## src/rtl/mges_mul.sv

```systemverilog
// iterative 64x64 unsigned multiplier, one 32x32 partial product per cycle
// depends on nothing but the clock and reset
module mges_mul (
    input  logic         i_clk,
    input  logic         i_rst_n,
    input  logic         i_start,
    input  logic [63:0]  i_a,
    input  logic [63:0]  i_b,
    output logic         o_done,
    output logic [127:0] o_prod
);
    logic [63:0]  r_a, r_b, r_pp;
    logic [127:0] r_acc;
    logic [1:0]   r_sh;
    logic [2:0]   r_cnt;
    logic         r_busy, r_pv, r_done;
    logic [31:0]  a_part, b_part;
    logic [127:0] pp_ext;

    assign a_part = r_cnt[1] ? r_a[63:32] : r_a[31:0];
    assign b_part = r_cnt[0] ? r_b[63:32] : r_b[31:0];
    assign pp_ext = {64'd0, r_pp} << {r_sh, 5'd0};

    always_ff @(posedge i_clk) begin
        if (!i_rst_n) begin
            r_busy <= 1'b0;
            r_pv   <= 1'b0;
            r_done <= 1'b0;
            r_cnt  <= '0;
        end else begin
            r_done <= 1'b0;
            if (i_start) begin
                r_a    <= i_a;
                r_b    <= i_b;
                r_acc  <= '0;
                r_cnt  <= '0;
                r_pv   <= 1'b0;
                r_busy <= 1'b1;
            end else if (r_busy) begin
                if (r_pv) begin
                    r_acc <= r_acc + pp_ext;
                end
                if (r_cnt != 3'd4) begin
                    r_pp  <= a_part * b_part;
                    r_sh  <= 2'({1'b0, r_cnt[1]} + {1'b0, r_cnt[0]});
                    r_pv  <= 1'b1;
                    r_cnt <= r_cnt + 3'd1;
                end else begin
                    r_pv   <= 1'b0;
                    r_busy <= 1'b0;
                    r_done <= 1'b1;
                end
            end
        end
    end

    assign o_done = r_done;
    assign o_prod = r_acc;
endmodule

```

## config.mk

```make
export PLATFORM = sky130hd
export DESIGN_NAME = mges_mul
export DESIGN_NICKNAME = d
export VERILOG_FILES = /design/src/rtl/mges_mul.sv
export SDC_FILE = /design/constraint.sdc
export NUM_CORES = 2
export LEC_CHECK = 0
export BUFFER_PORTS_ARGS = -buffer_cell sky130_fd_sc_hd__buf_2
export CORE_AREA = 3 3 369 371
export DETAILED_ROUTE_END_ITERATION = 10
export DIE_AREA = 0 0 372 374
export GPL_ROUTABILITY_DRIVEN = 0
export GPL_TIMING_DRIVEN = 0
export SLEW_MARGIN = 20
export SYNTH_ARGS = -nofsm -noshare
export SYNTH_HDL_FRONTEND = slang
export SYNTH_SLANG_ARGS = --single-unit
```

## constraint.sdc

```tcl
create_clock -name i_clk -period 12.14 [get_ports i_clk]
set_input_delay 2.428 -clock i_clk [delete_from_list [all_inputs] [get_ports i_clk]]
set_output_delay 2.428 -clock i_clk [all_outputs]
set_load 0.01 [all_outputs]
```

==> flow_summary.yaml <==
sta:
  fin_skew_ns: 0.0401
  maxSlewHeadroom_pct: 11.3
  rsz0062_at_grt: "no"
  finalSetupViolCount: 0
  fmax_mhz: 84.3
  fin_ws_ns: 0.275
  worstMarginPinSlew_ns: 1.33
  fin_crit_sh_pct: 97.7
  final_max_slew_viol_count: 0
  hold_viol_final: 0
  finalCriticalPeriod_ns: 11.86
grt:
  grt_max_degree: 55
  antenna_found_initial: 6
  overflow: 0
  grt_busiest_layer: "met2"
  grt_pass1_vias: 45800
  track_usage_pct: 29.6
  grt_util_met1_pct: 36.3
  gr-usage-met3_pct: 11.0
  grt_pass1_wl_um: 299000
  met2_usage_pct: 43.9
logic_synthesis:
  syn-cell-area_um2: 53200
  ys_warn_count: 0
  synth_edf_count: 322
  syn_nets: 7217
  synthCells: 5797
  async_flop_share_pct: 0
  yosysSeqAreaShare_pct: 18.4
  synth-seq-cells: 328
  synth-main-ff-cell: "edfxtp_1"
  syn_area_per_cell_um2: 9.18
  netlist-cell-type-count: 86
drt:
  detail-route-antenna-nets: 0
  vias: 44600
  drc: 0
  drt_iter0_drc: 4862
  finalWirelength_um: 207000
  vias_per_cell: 5.63
  post_drt_wl_per_cell_um: 26.2
  drt_pass1_iterations: 6
cts:
  root_buffer: "clkbuf_16"
  cts_tree: "built"
  cts.sinks: 328
  cts_setup_buffers: 0
  hold_buffers: 0
  path_clk_slew_ns: 0.07
  h-tree-depth: 2
  clkLatencyLatePin_ns: 0.61
  clockBufferDepth: 3
  cts-buffers-inserted: 37
  cts_repair_resize_count: 4
setup_path:
  cpPeakStageDelay_ns: 0.85
  cp.arrival_ns: 12.21
  worstSetupPathType: "flop to flop"
  slowest_stage: "clkbuf_1"
  crit_top_cell: "fa_1"
  required_ns: 12.48
  path_max_fanout: 10
  cp-end-kind: "flop"
  ff2ff_setup_slack_ns: 0.28
  cp-start-kind: "flop"
floorplan:
  start_util_pct: 39.9
  die_y_um: 374
  core_um2: 133000
  io_pins: 260
  rows: 134
  die_w_um: 372
  dieArea_um2: 139000
finish:
  finalNetCount: 7538
  drive_gt1_share_pct: 8.20
  regArea_um2: 9790
  fillers: 13100
  synthToLayoutAreaGrowth_pct: 10.3
  multi_input_area_um2: 39100
worst_hold_path:
  hold_path.class: "flop to flop"
placed_design:
  dpl.hpwl_um: 171000
  portBuffers: 259
  place_ws_ns: -0.213
job:
  drv_cap: 0
status:
  status: "completed"
critical path, delay by kind of cell (launching register included):
kind,cells,cell delay [ns]
mux,1,0.63
fa+ha+maj,9,4.71
xor+xnor,1,0.18
flops,1,0.34
simple gates,4,0.67
compound gates,7,2.47
buf+inv,8,2.55
routing by layer:
layer,vias to the layer above,part of all wire [%],wire length (um)
met5,-,0.054,112
met3,789,13,27600
met1,21700,37,75900
met4,6,8.2,17000
met2,2992,42,86600
li1,19100,-,-
layout by cell type, fill, tap and decap left out, types with 32 or more instances in the layout:
cell type    n
o21bai_1    56
fa_1       897
nand2_1    654
nor2b_1     64
a22o_1      32
nor2_1     868
xor2_1      67
xnor2_1    111
nand4_1     77
mux2_2      58
inv_1      935
mux2i_1     59
ha_1       392
edfxtp_1   322
o21ai_0    146
buf_2      273
and2_1      39
clkbuf_1   241
a21oi_1    271
clkbuf_16   38
a21o_1      86
synthesized netlist by cell type, types with 65 or more instances:
library cell  instances  area, um^2
a21o_1               86         646
a21oi_1             271        1360
clkbuf_1            255         957
edfxtp_1            322        9670
fa_1                897       18000
ha_1                392        4900
inv_1               935        3510
mux2i_1              97         971
nand2_1             654        2450
nand4_1              77         482
nor2_1              869        3260
nor2b_1              65         407
o21ai_0             146         731
xnor2_1             111         972
xor2_1               67         587
metrics by stage:
stage / area, um^2 / hold WS [ns] / TNS [ns] / cells / util, %
floorplan: 53200 / 0.450 / 0 / 5797 / -
global placement: 56700 / 0.464 / -44.74 / 7824 / 42.5
detailed placement: 57300 / 0.472 / -0.550 / 7845 / 43.0
CTS: 58600 / 0.483 / 0 / 7911 / 44.0
global route: 58700 / 0.506 / 0 / 7913 / 44.0
finish: 58700 / 0.486 / 0 / 7915 / 44.0
kinds of logic (layout without fill, tap and decap cells):
logic type / after synthesis / in the layout / synth area share [%]
xor gates and xnor gates: 178 / 178 / 2.93
adders and majority gates: 1289 / 1289 / 43.0
other: 0 / 2 / 0
DFF: 328 / 328 / 18.4
and+or+nand+nor: 1848 / 1848 / 14.6
buffers and inverters: 1222 / 1570 / 8.66
AOI/OAI and AO/OA: 766 / 766 / 9.13
muxes: 166 / 166 / 3.29
cell type report:
type / count / area share (%)
flip-flops and latches: 328 / 16.7
diodes: 2 / 0.00853
inverters: 935 / 5.98
plain buffers: 287 / 1.92
multi-input cells: 4247 / 66.5
repair buffers: 282 / 2.94
clock buffers: 43 / 1.65
clock inverters: 23 / 0.514
well taps: 1768 / 3.77
final timing paths:
path,from,depth (start not counted),endpoint
max,r_cnt[1],30,r_pp[53]
min,r_pv,2,r_pv
max reg2reg,r_cnt[1],30,r_pp[53]
min reg2reg,r_pv,2,r_pv
sequential cells by signal, indices dropped and copies added (netlist names):
register / flops
r_cnt: 3
o_done: 1
o_prod: 128
r_busy: 1
r_b: 64
r_sh: 2
r_a: 64
r_pp: 64
r_pv: 1
Power is not shown: default switching activity piles up to over one toggle a cycle in this logic, so the estimate is an artifact.
