<file path="src/rtl/mges_divsqrt.sv">
// shared restoring divider and integer square root, one bit per cycle
// one 129-bit subtract serves both modes
module mges_divsqrt (
    input  logic         i_clk,
    input  logic         i_rst_n,
    input  logic         i_start,
    input  logic         i_sqrt,
    input  logic [127:0] i_num,
    input  logic [127:0] i_den,
    output logic         o_done,
    output logic [127:0] o_res
);
    logic [127:0] r_n, r_r, r_q, r_d, r_bit;
    logic [6:0]   r_cnt;
    logic         r_sqrt, r_busy, r_done;
    logic [127:0] rem_sh, op_a, op_b;
    logic [128:0] diff;
    logic         ge, last;

    assign rem_sh = {r_r[126:0], r_n[127]};
    assign op_a   = r_sqrt ? r_n : rem_sh;
    // root and bit never overlap, so or is the sum
    assign op_b   = r_sqrt ? (r_q | r_bit) : r_d;
    assign diff   = {1'b0, op_a} - {1'b0, op_b};
    assign ge     = !diff[128];
    assign last   = r_sqrt ? (r_cnt == 7'd63) : (r_cnt == 7'd127);

    always_ff @(posedge i_clk) begin
        if (!i_rst_n) begin
            r_busy <= 1'b0;
            r_done <= 1'b0;
            r_cnt  <= '0;
        end else begin
            r_done <= 1'b0;
            if (i_start) begin
                r_sqrt <= i_sqrt;
                r_n    <= i_num;
                r_d    <= i_den;
                r_r    <= '0;
                r_q    <= '0;
                r_bit  <= 128'd1 << 126;
                r_cnt  <= '0;
                r_busy <= 1'b1;
            end else if (r_busy) begin
                if (r_sqrt) begin
                    if (ge) begin
                        r_n <= diff[127:0];
                        r_q <= (r_q >> 1) | r_bit;
                    end else begin
                        r_q <= r_q >> 1;
                    end
                    r_bit <= r_bit >> 2;
                end else begin
                    r_n <= r_n << 1;
                    r_r <= ge ? diff[127:0] : rem_sh;
                    r_q <= {r_q[126:0], ge};
                end
                r_cnt <= r_cnt + 7'd1;
                if (last) begin
                    r_busy <= 1'b0;
                    r_done <= 1'b1;
                end
            end
        end
    end

    assign o_done = r_done;
    assign o_res  = r_q;
endmodule

</file>
<file path="config.mk">
export PLATFORM = sky130hd
export DESIGN_NAME = mges_divsqrt
export DESIGN_NICKNAME = d
export VERILOG_FILES = /design/src/rtl/mges_divsqrt.sv
export SDC_FILE = /design/constraint.sdc
export NUM_CORES = 1
export LEC_CHECK = 0
export ABC_CLOCK_PERIOD_IN_PS = 22300
export BUFFER_PORTS_ARGS = -buffer_cell sky130_fd_sc_hd__buf_2
export CAP_MARGIN = 30
export CORE_UTILIZATION = 32
export CTS_CLUSTER_SIZE = 24
export DETAILED_ROUTE_END_ITERATION = 16
export PLACE_DENSITY = 0.48
export SYNTH_ARGS = -nofsm -noshare
export SYNTH_HDL_FRONTEND = slang
export SYNTH_SLANG_ARGS = --single-unit
</file>
<file path="constraint.sdc">
create_clock -name i_clk -period 22.3 [get_ports i_clk]
set_input_delay 3.345 -clock i_clk [delete_from_list [all_inputs] [get_ports i_clk]]
set_output_delay 3.345 -clock i_clk [all_outputs]
set_load 0.01 [all_outputs]
</file>
==> impl_metrics.tcl, run 1 <==
set metrics [dict create \
    status "finished, final reports clean" \
    timing.fmax_mhz 120.0 \
    fin_worst_skew_ns 0.02591 \
    grt_pass1_vias 28300 \
    dr_wl_met2_um 56270 \
    coreArea_sq_mm 0.1123 \
    netlist_area_sq_mm 0.03621 \
    die_w_um 338.4 \
    drc 0 \
    worst_pin_slew_ns 1.147 \
    async_reset_ff_share_pct 0 \
    clockBufferDepth 3 \
    num_rows 123 \
    worstPathArrival_ns 8.79 \
    area_growth_syn_to_layout_pct 15.39 \
    setup_violations 0 \
    layout-drive-gt1-share_pct 18.48 \
    grt_first_pass_wirelength_um 181100 \
    peakVddDrop_uv 45.72 \
    top_layer "met5" \
    yosysSeqAreaShare_pct 48.26 \
    critPathMostFrequentCell "buf_4" \
    clk_pin_slew_ns 0.06 \
    design_area_sq_mm 0.04179 \
    synth_compound_area_share_pct 16.44 \
    die_y_um 338.4 \
    grtUsageTotal_pct 20.48 \
    critPathBufInv 6 \
    postCtsResizedCells 0 \
    synthMuxAreaShare_pct 10.78 \
    critPathMaxStageDelay_ns 0.79 \
    synth.avg_cell_area_sq_um 10.09 \
    final_cell_mix "edfxtp_1 (576), nand2_1 (510), buf_2 (387)" \
    ant_nets 0 \
    synth_ff_type "edfxtp_1" \
    start_util_pct 32.23 \
    gp_congestion 0.8887 \
    vias 28350 \
    min_path_type "reg2reg" \
    synth_area_leaders "edfxtp_1 (48%), mux2i_1 (6.8%), nand2_1 (5.3%)" \
    netlist_instances 3588 \
    cts_root_buf "clkbuf_16" \
    worst-path-max-fanout 73 \
    grt_max_degree 195 \
    nets 4227 \
    crit_required_ns 22.76 \
    drt_pass1_iterations 5 \
    startpoint_type "register" \
    grt_setup_unrepaired "no" \
    cpMaxStageDelayCell "buf_4" \
    io_pins 389 \
    slew-limit-headroom_pct 23.55 \
    post-route-min-period_ns 8.332 \
    final_common_cell "edfxtp_1" \
    ys_types 74 \
    wl_um 120200 \
    port_buffers 388 \
    overflow 0 \
    drt_iter0_drc 2270 \
    met3WireLength_um 5063 \
    path_cells "buf_4, buf_4, buf_4, mux2_2, ha_1, nand2_1, o21ai_0, a21o_1, a21oi_1, o21a_1, o221a_2, o41a_1, o21ai_2, a21oi_2, o221ai_4, a31o_4, buf_4, buf_4, buf_4, a21oi_1, a211oi_1" \
    cts_hold_buf 0 \
    dp.final_hpwl_um 87060 \
    antenna_found_initial 6 \
    synth_top_family_by_area "compound AO/OA/AOI/OAI gates" \
    ys_ff_latch 585 \
    htreeDepth 3 \
    synth_xor_area_share_pct 3.144 \
    avgRoutedWirePerCell_um 22.27 \
    postPlaceCellArea_sq_mm 0.03937 \
    synth_fa_ha_area_share_pct 4.512 \
    yosys.area.top_type "edfxtp_1" \
    yosys.area_share.simple_pct 13.55 \
    clock_sinks 585 \
    clk_latency_ns 0.65 \
    netlist.area_leader.share_pct 47.76 \
    min_period_over_period_pct 37.36 \
    cts_tree "done" \
    setup_tns_ns 0 \
    crit_path_end_kind "register" \
    hold_viol_final 0 \
    yosys_warnings 0 \
    vias_per_cell 5.253 \
    critPathKind "reg2reg" \
    syn-num-nets 3978 \
    die_area_sq_mm 0.1145 \
    final_max_slew_viol_count 0 \
    maxCapViolCount 0 \
    path_delay_family "buffers and inverters" \
    synth_edf_count 576 \
    wl_met1_um 56180 \
    cts_setup_buffers 0 \
    p_leak_uw 0.01620 \
    numCtsBuffers 74 \
    total_power_uw 3657 \
    power_density_mw_per_mm2 87.52 \
]
[registers in the layout (all words and copies together) (netlist names)]
signal and flops:
o_res 128, r_d 128, r_n 128, r_r 127, r_bit 64, r_cnt 7
o_done 1, r_busy 1, r_sqrt 1
[synthesized netlist by cell type, types with 3 or more instances]
cell,number
nand4_1,75
xor2_1,62
buf_4,15
a21oi_2,20
o21a_1,17
clkbuf_1,197
mux2_2,127
o41a_1,3
o31ai_1,13
or2_2,3
o21ai_0,294
buf_2,7
o211ai_1,5
xnor2_1,68
nor3_1,30
o2111ai_1,3
a21oi_1,363
nor2_1,263
nor2b_1,82
a211o_1,3
nand3_1,18
nand2_1,510
mux2i_1,247
a211oi_2,20
nand2b_1,11
nor4_1,3
a21boi_0,11
edfxtp_1,576
and2_1,8
a31oi_1,20
o21bai_1,34
ha_1,129
dfxtp_1,9
or3_1,75
o41ai_1,4
and4_1,6
and3_1,8
inv_1,37
a221oi_1,4
buf_1,29
a211oi_1,54
a31o_2,3
a21o_1,81
[stage by stage]
step,cells,hold WS (ns),worst slack [ns],utilization [%]
after global placement,5255,0.4718,13.48,34.99
after CTS,5393,0.4930,13.25,37.12
final,5397,0.4918,13.97,37.19
after detailed placement,5258,0.4828,13.28,35.05
after global routing,5396,0.5226,13.43,37.19
after floorplan,3588,0.4539,10.91,-
[routing by layer]
layer  GRT usage (%)  up-vias
met4           5.006        4
met1           28.52    13850
met3           2.959      135
met2           33.31      651
met5               0        -
li1                -    13710
[area by class of cell]
cell class	count	area, sq um
Antenna cell	1	2.502
Clock buffer	94	1991
Clock inverter	41	337.8
Fill cell	11420	70560
Inverter	37	150.1
Multi-Input combinational cell	2714	17580
Sequential cell	585	17480
Tap cell	1500	1877
Timing Repair Buffer	425	2372
[path summary, 6_finish.rpt]
check	depth (start not counted)	start	slack [ns]	endpoint
max	21	r_sqrt$_DFFE_PP_	13.97	o_res[50]$_SDFFCE_PP0P_
min reg2reg	2	r_cnt[5]$_SDFFE_PP0P_	0.49	r_cnt[5]$_SDFFE_PP0P_
max reg2reg	21	r_sqrt$_DFFE_PP_	13.97	o_res[50]$_SDFFCE_PP0P_
min	2	r_cnt[5]$_SDFFE_PP0P_	0.49	r_cnt[5]$_SDFFE_PP0P_
[worst register-to-register path, stage by stage (launching register included)]
cell,delay (ns)
edfxtp_1,0.32
buf_4,0.56
buf_4,0.79
buf_4,0.83
mux2_2,0.44
ha_1,0.42
nand2_1,0.19
o21ai_0,0.31
a21o_1,0.16
a21oi_1,0.06
o21a_1,0.21
o221a_2,0.28
o41a_1,0.25
o21ai_2,0.36
a21oi_2,0.17
o221ai_4,0.29
a31o_4,0.39
buf_4,0.22
buf_4,0.68
buf_4,0.76
a21oi_1,0.21
a211oi_1,0.25
[report_power, final]
part / internal, uW / total (uW) / switching [uW]
clock: 690 / 1200 / 506
combinational: 384 / 1070 / 683
sequential: 1330 / 1390 / 60.5
total: 2410 / 3660 / 1250
[cell families after synthesis]
logic type | count (synthesis)
compound gates | 981
buf+inv | 289
xor+xnor | 130
mux | 374
flops | 585
fa+ha+maj | 130
simple gates | 1099
(Power assumes the default switching activity.)
==> run 2: changes to the inputs <==
ABC_CLOCK_PERIOD_IN_PS = 6790   (was 22300)
PLACE_DENSITY = 0.49   (was 0.48)
clock period = 6.79 ns   (was 22.3 ns; I/O delays follow)
==> run 2 against run 1 <==
Against the previous run: clock power grew to 3.3 times the previous value; total power grew to 3.3 times the previous value; cell count is 0.26% higher; utilization up 0.18 points.
==> impl_metrics.tcl, run 2 (same netlist as run 1, synthesis figures left out) <==
set metrics [dict create \
    overflow 0 \
    layout-drive-gt1-share_pct 18.72 \
    port_buffers 388 \
    slew-limit-headroom_pct 26.46 \
    ant_nets 0 \
    grt_pass1_vias 28200 \
    wl_um 118400 \
    postCtsResizedCells 0 \
    setup_tns_ns 0 \
    num-fill-cells 11420 \
    antenna_found_initial 12 \
    numCtsBuffers 75 \
    start_util_pct 32.23 \
    dp_cells 5267 \
    worst_slack_ns 0.6733 \
    drt_pass1_iterations 5 \
    whs_path_depth 2 \
    clock_sinks 585 \
    hold_viol_final 0 \
    clockBufferDepth 3 \
    htreeDepth 3 \
    peakVddDrop_uv 157.3 \
    final_cell_mix "edfxtp_1 (576), nand2_1 (510), buf_2 (387)" \
    whs_ns 0.4937 \
    clk_latency_ns 0.66 \
    post-route-min-period_ns 6.117 \
    min_period_over_period_pct 90.08 \
    critPathLaunch "r_sqrt$_DFFE_PP_" \
    grt_setup_unrepaired "no" \
    final_common_cell "edfxtp_1" \
    crit_path_end_kind "register" \
    fin_worst_skew_ns 0.02705 \
    die_w_um 338.4 \
    vias 28380 \
    die_area_sq_mm 0.1145 \
    setup_violations 0 \
    pre_cts_slack_ns 0.7296 \
    critPathMaxStageDelay_ns 0.62 \
    nets 4234 \
    final_max_slew_viol_count 0 \
    die_y_um 338.4 \
    grt_first_pass_wirelength_um 178400 \
    critPathKind "reg2reg" \
    avgRoutedWirePerCell_um 21.89 \
    crit_required_ns 7.24 \
    dp.final_hpwl_um 84490 \
    io_pins 389 \
    status "finished, final reports clean" \
    cts_root_buf "clkbuf_16" \
    final_cells 5411 \
    vias_per_cell 5.245 \
    grtUsageTotal_pct 20.11 \
    cts_setup_buffers 0 \
    worst-r2r-cell-count 19 \
    worstPathArrival_ns 6.56 \
    timing.fmax_mhz 163.5 \
    coreArea_sq_mm 0.1123 \
    num_rows 123 \
    power_density_mw_per_mm2 286.7 \
    clk_pin_slew_ns 0.06 \
    grt_max_degree 215 \
    area_growth_syn_to_layout_pct 15.96 \
    drt_iter0_drc 2171 \
    min_path_type "reg2reg" \
    worst-path-max-fanout 123 \
    hp-start "r_cnt[5]$_SDFFE_PP0P_" \
    startpoint_type "register" \
    cpMaxStageDelayCell "edfxtp_1" \
    worst_pin_slew_ns 1.103 \
    p_leak_uw 0.01629 \
    gp_congestion 0.8983 \
    r2r-start "r_sqrt$_DFFE_PP_" \
    drc 0 \
    cts_tree "done" \
    cts_hold_buf 0 \
    maxCapViolCount 0 \
    path_cells "inv_2, buf_12, or3_1, o21ai_0, ha_1, a21o_1, a21oi_1, a21boi_2, nor2_1, o31ai_4, a21boi_2, o41a_1, o21ai_2, a21oi_2, o221ai_4, a31oi_4, buf_12, nand2_1, a21oi_1" \
]
-- run 2: through the flow --
step           instance area [sq um]  power, uW  utilization (%)
2_1_floorplan                  36240       7042                -
3_3_place_gp                   39550       8150            35.21
3_5_place_dp                   39590       8148            35.24
4_1_cts                        41970      12150            37.36
5_1_grt                        41970      12650            37.36
6_report                       41990      12040            37.38
-- run 2: critical path, delay by kind of cell, from the launching register on --
kind | cells | cell delay [ns]
flops | 1 | 0.62
compound gates | 12 | 3.05
simple gates | 3 | 0.82
fa+ha+maj | 1 | 0.37
buf+inv | 3 | 0.97
-- run 2: path summary, 6_finish.rpt --
| kind | endpoint | slack, ns |
|---|---|---|
| worst min-delay path | r_cnt[5]$_SDFFE_PP0P_ | 0.49 |
| worst max-delay path | r_r[25]$_SDFFCE_PP0P_ | 0.67 |
| worst min register to register | r_cnt[5]$_SDFFE_PP0P_ | 0.49 |
| worst max register to register | r_r[25]$_SDFFCE_PP0P_ | 0.67 |
-- run 2: area by class of cell --
class                   instances  area [sq um]  area share [%]
clock inverters                37         295.3          0.7032
multi-input cells            2714         17580           41.86
repair buffers                431          2512           5.983
clock buffers                 100          2086           4.967
flip-flops and latches        585         17480           41.62
inverters                      37         148.9          0.3546
well taps                    1500          1877           4.469
diodes                          7         17.52         0.04172
-- run 2: where the power goes --
group	total [uW]	internal, uW	switching [uW]
clock	3960	2280	1680
sequential	4570	4380	194
combinational	3510	1280	2230
total	12000	7940	4100
-- run 2: routing by layer --
| metal | vias to the layer above | routed length [um] | global-route usage [%] |
|---|---|---|---|
| li1 | 13750 | - | - |
| met5 | - | 0 | 0 |
| met3 | 116 | 5518 | 2.577 |
| met4 | 0 | 1756 | 4.308 |
| met2 | 665 | 55470 | 32.87 |
| met1 | 13850 | 55680 | 28.33 |
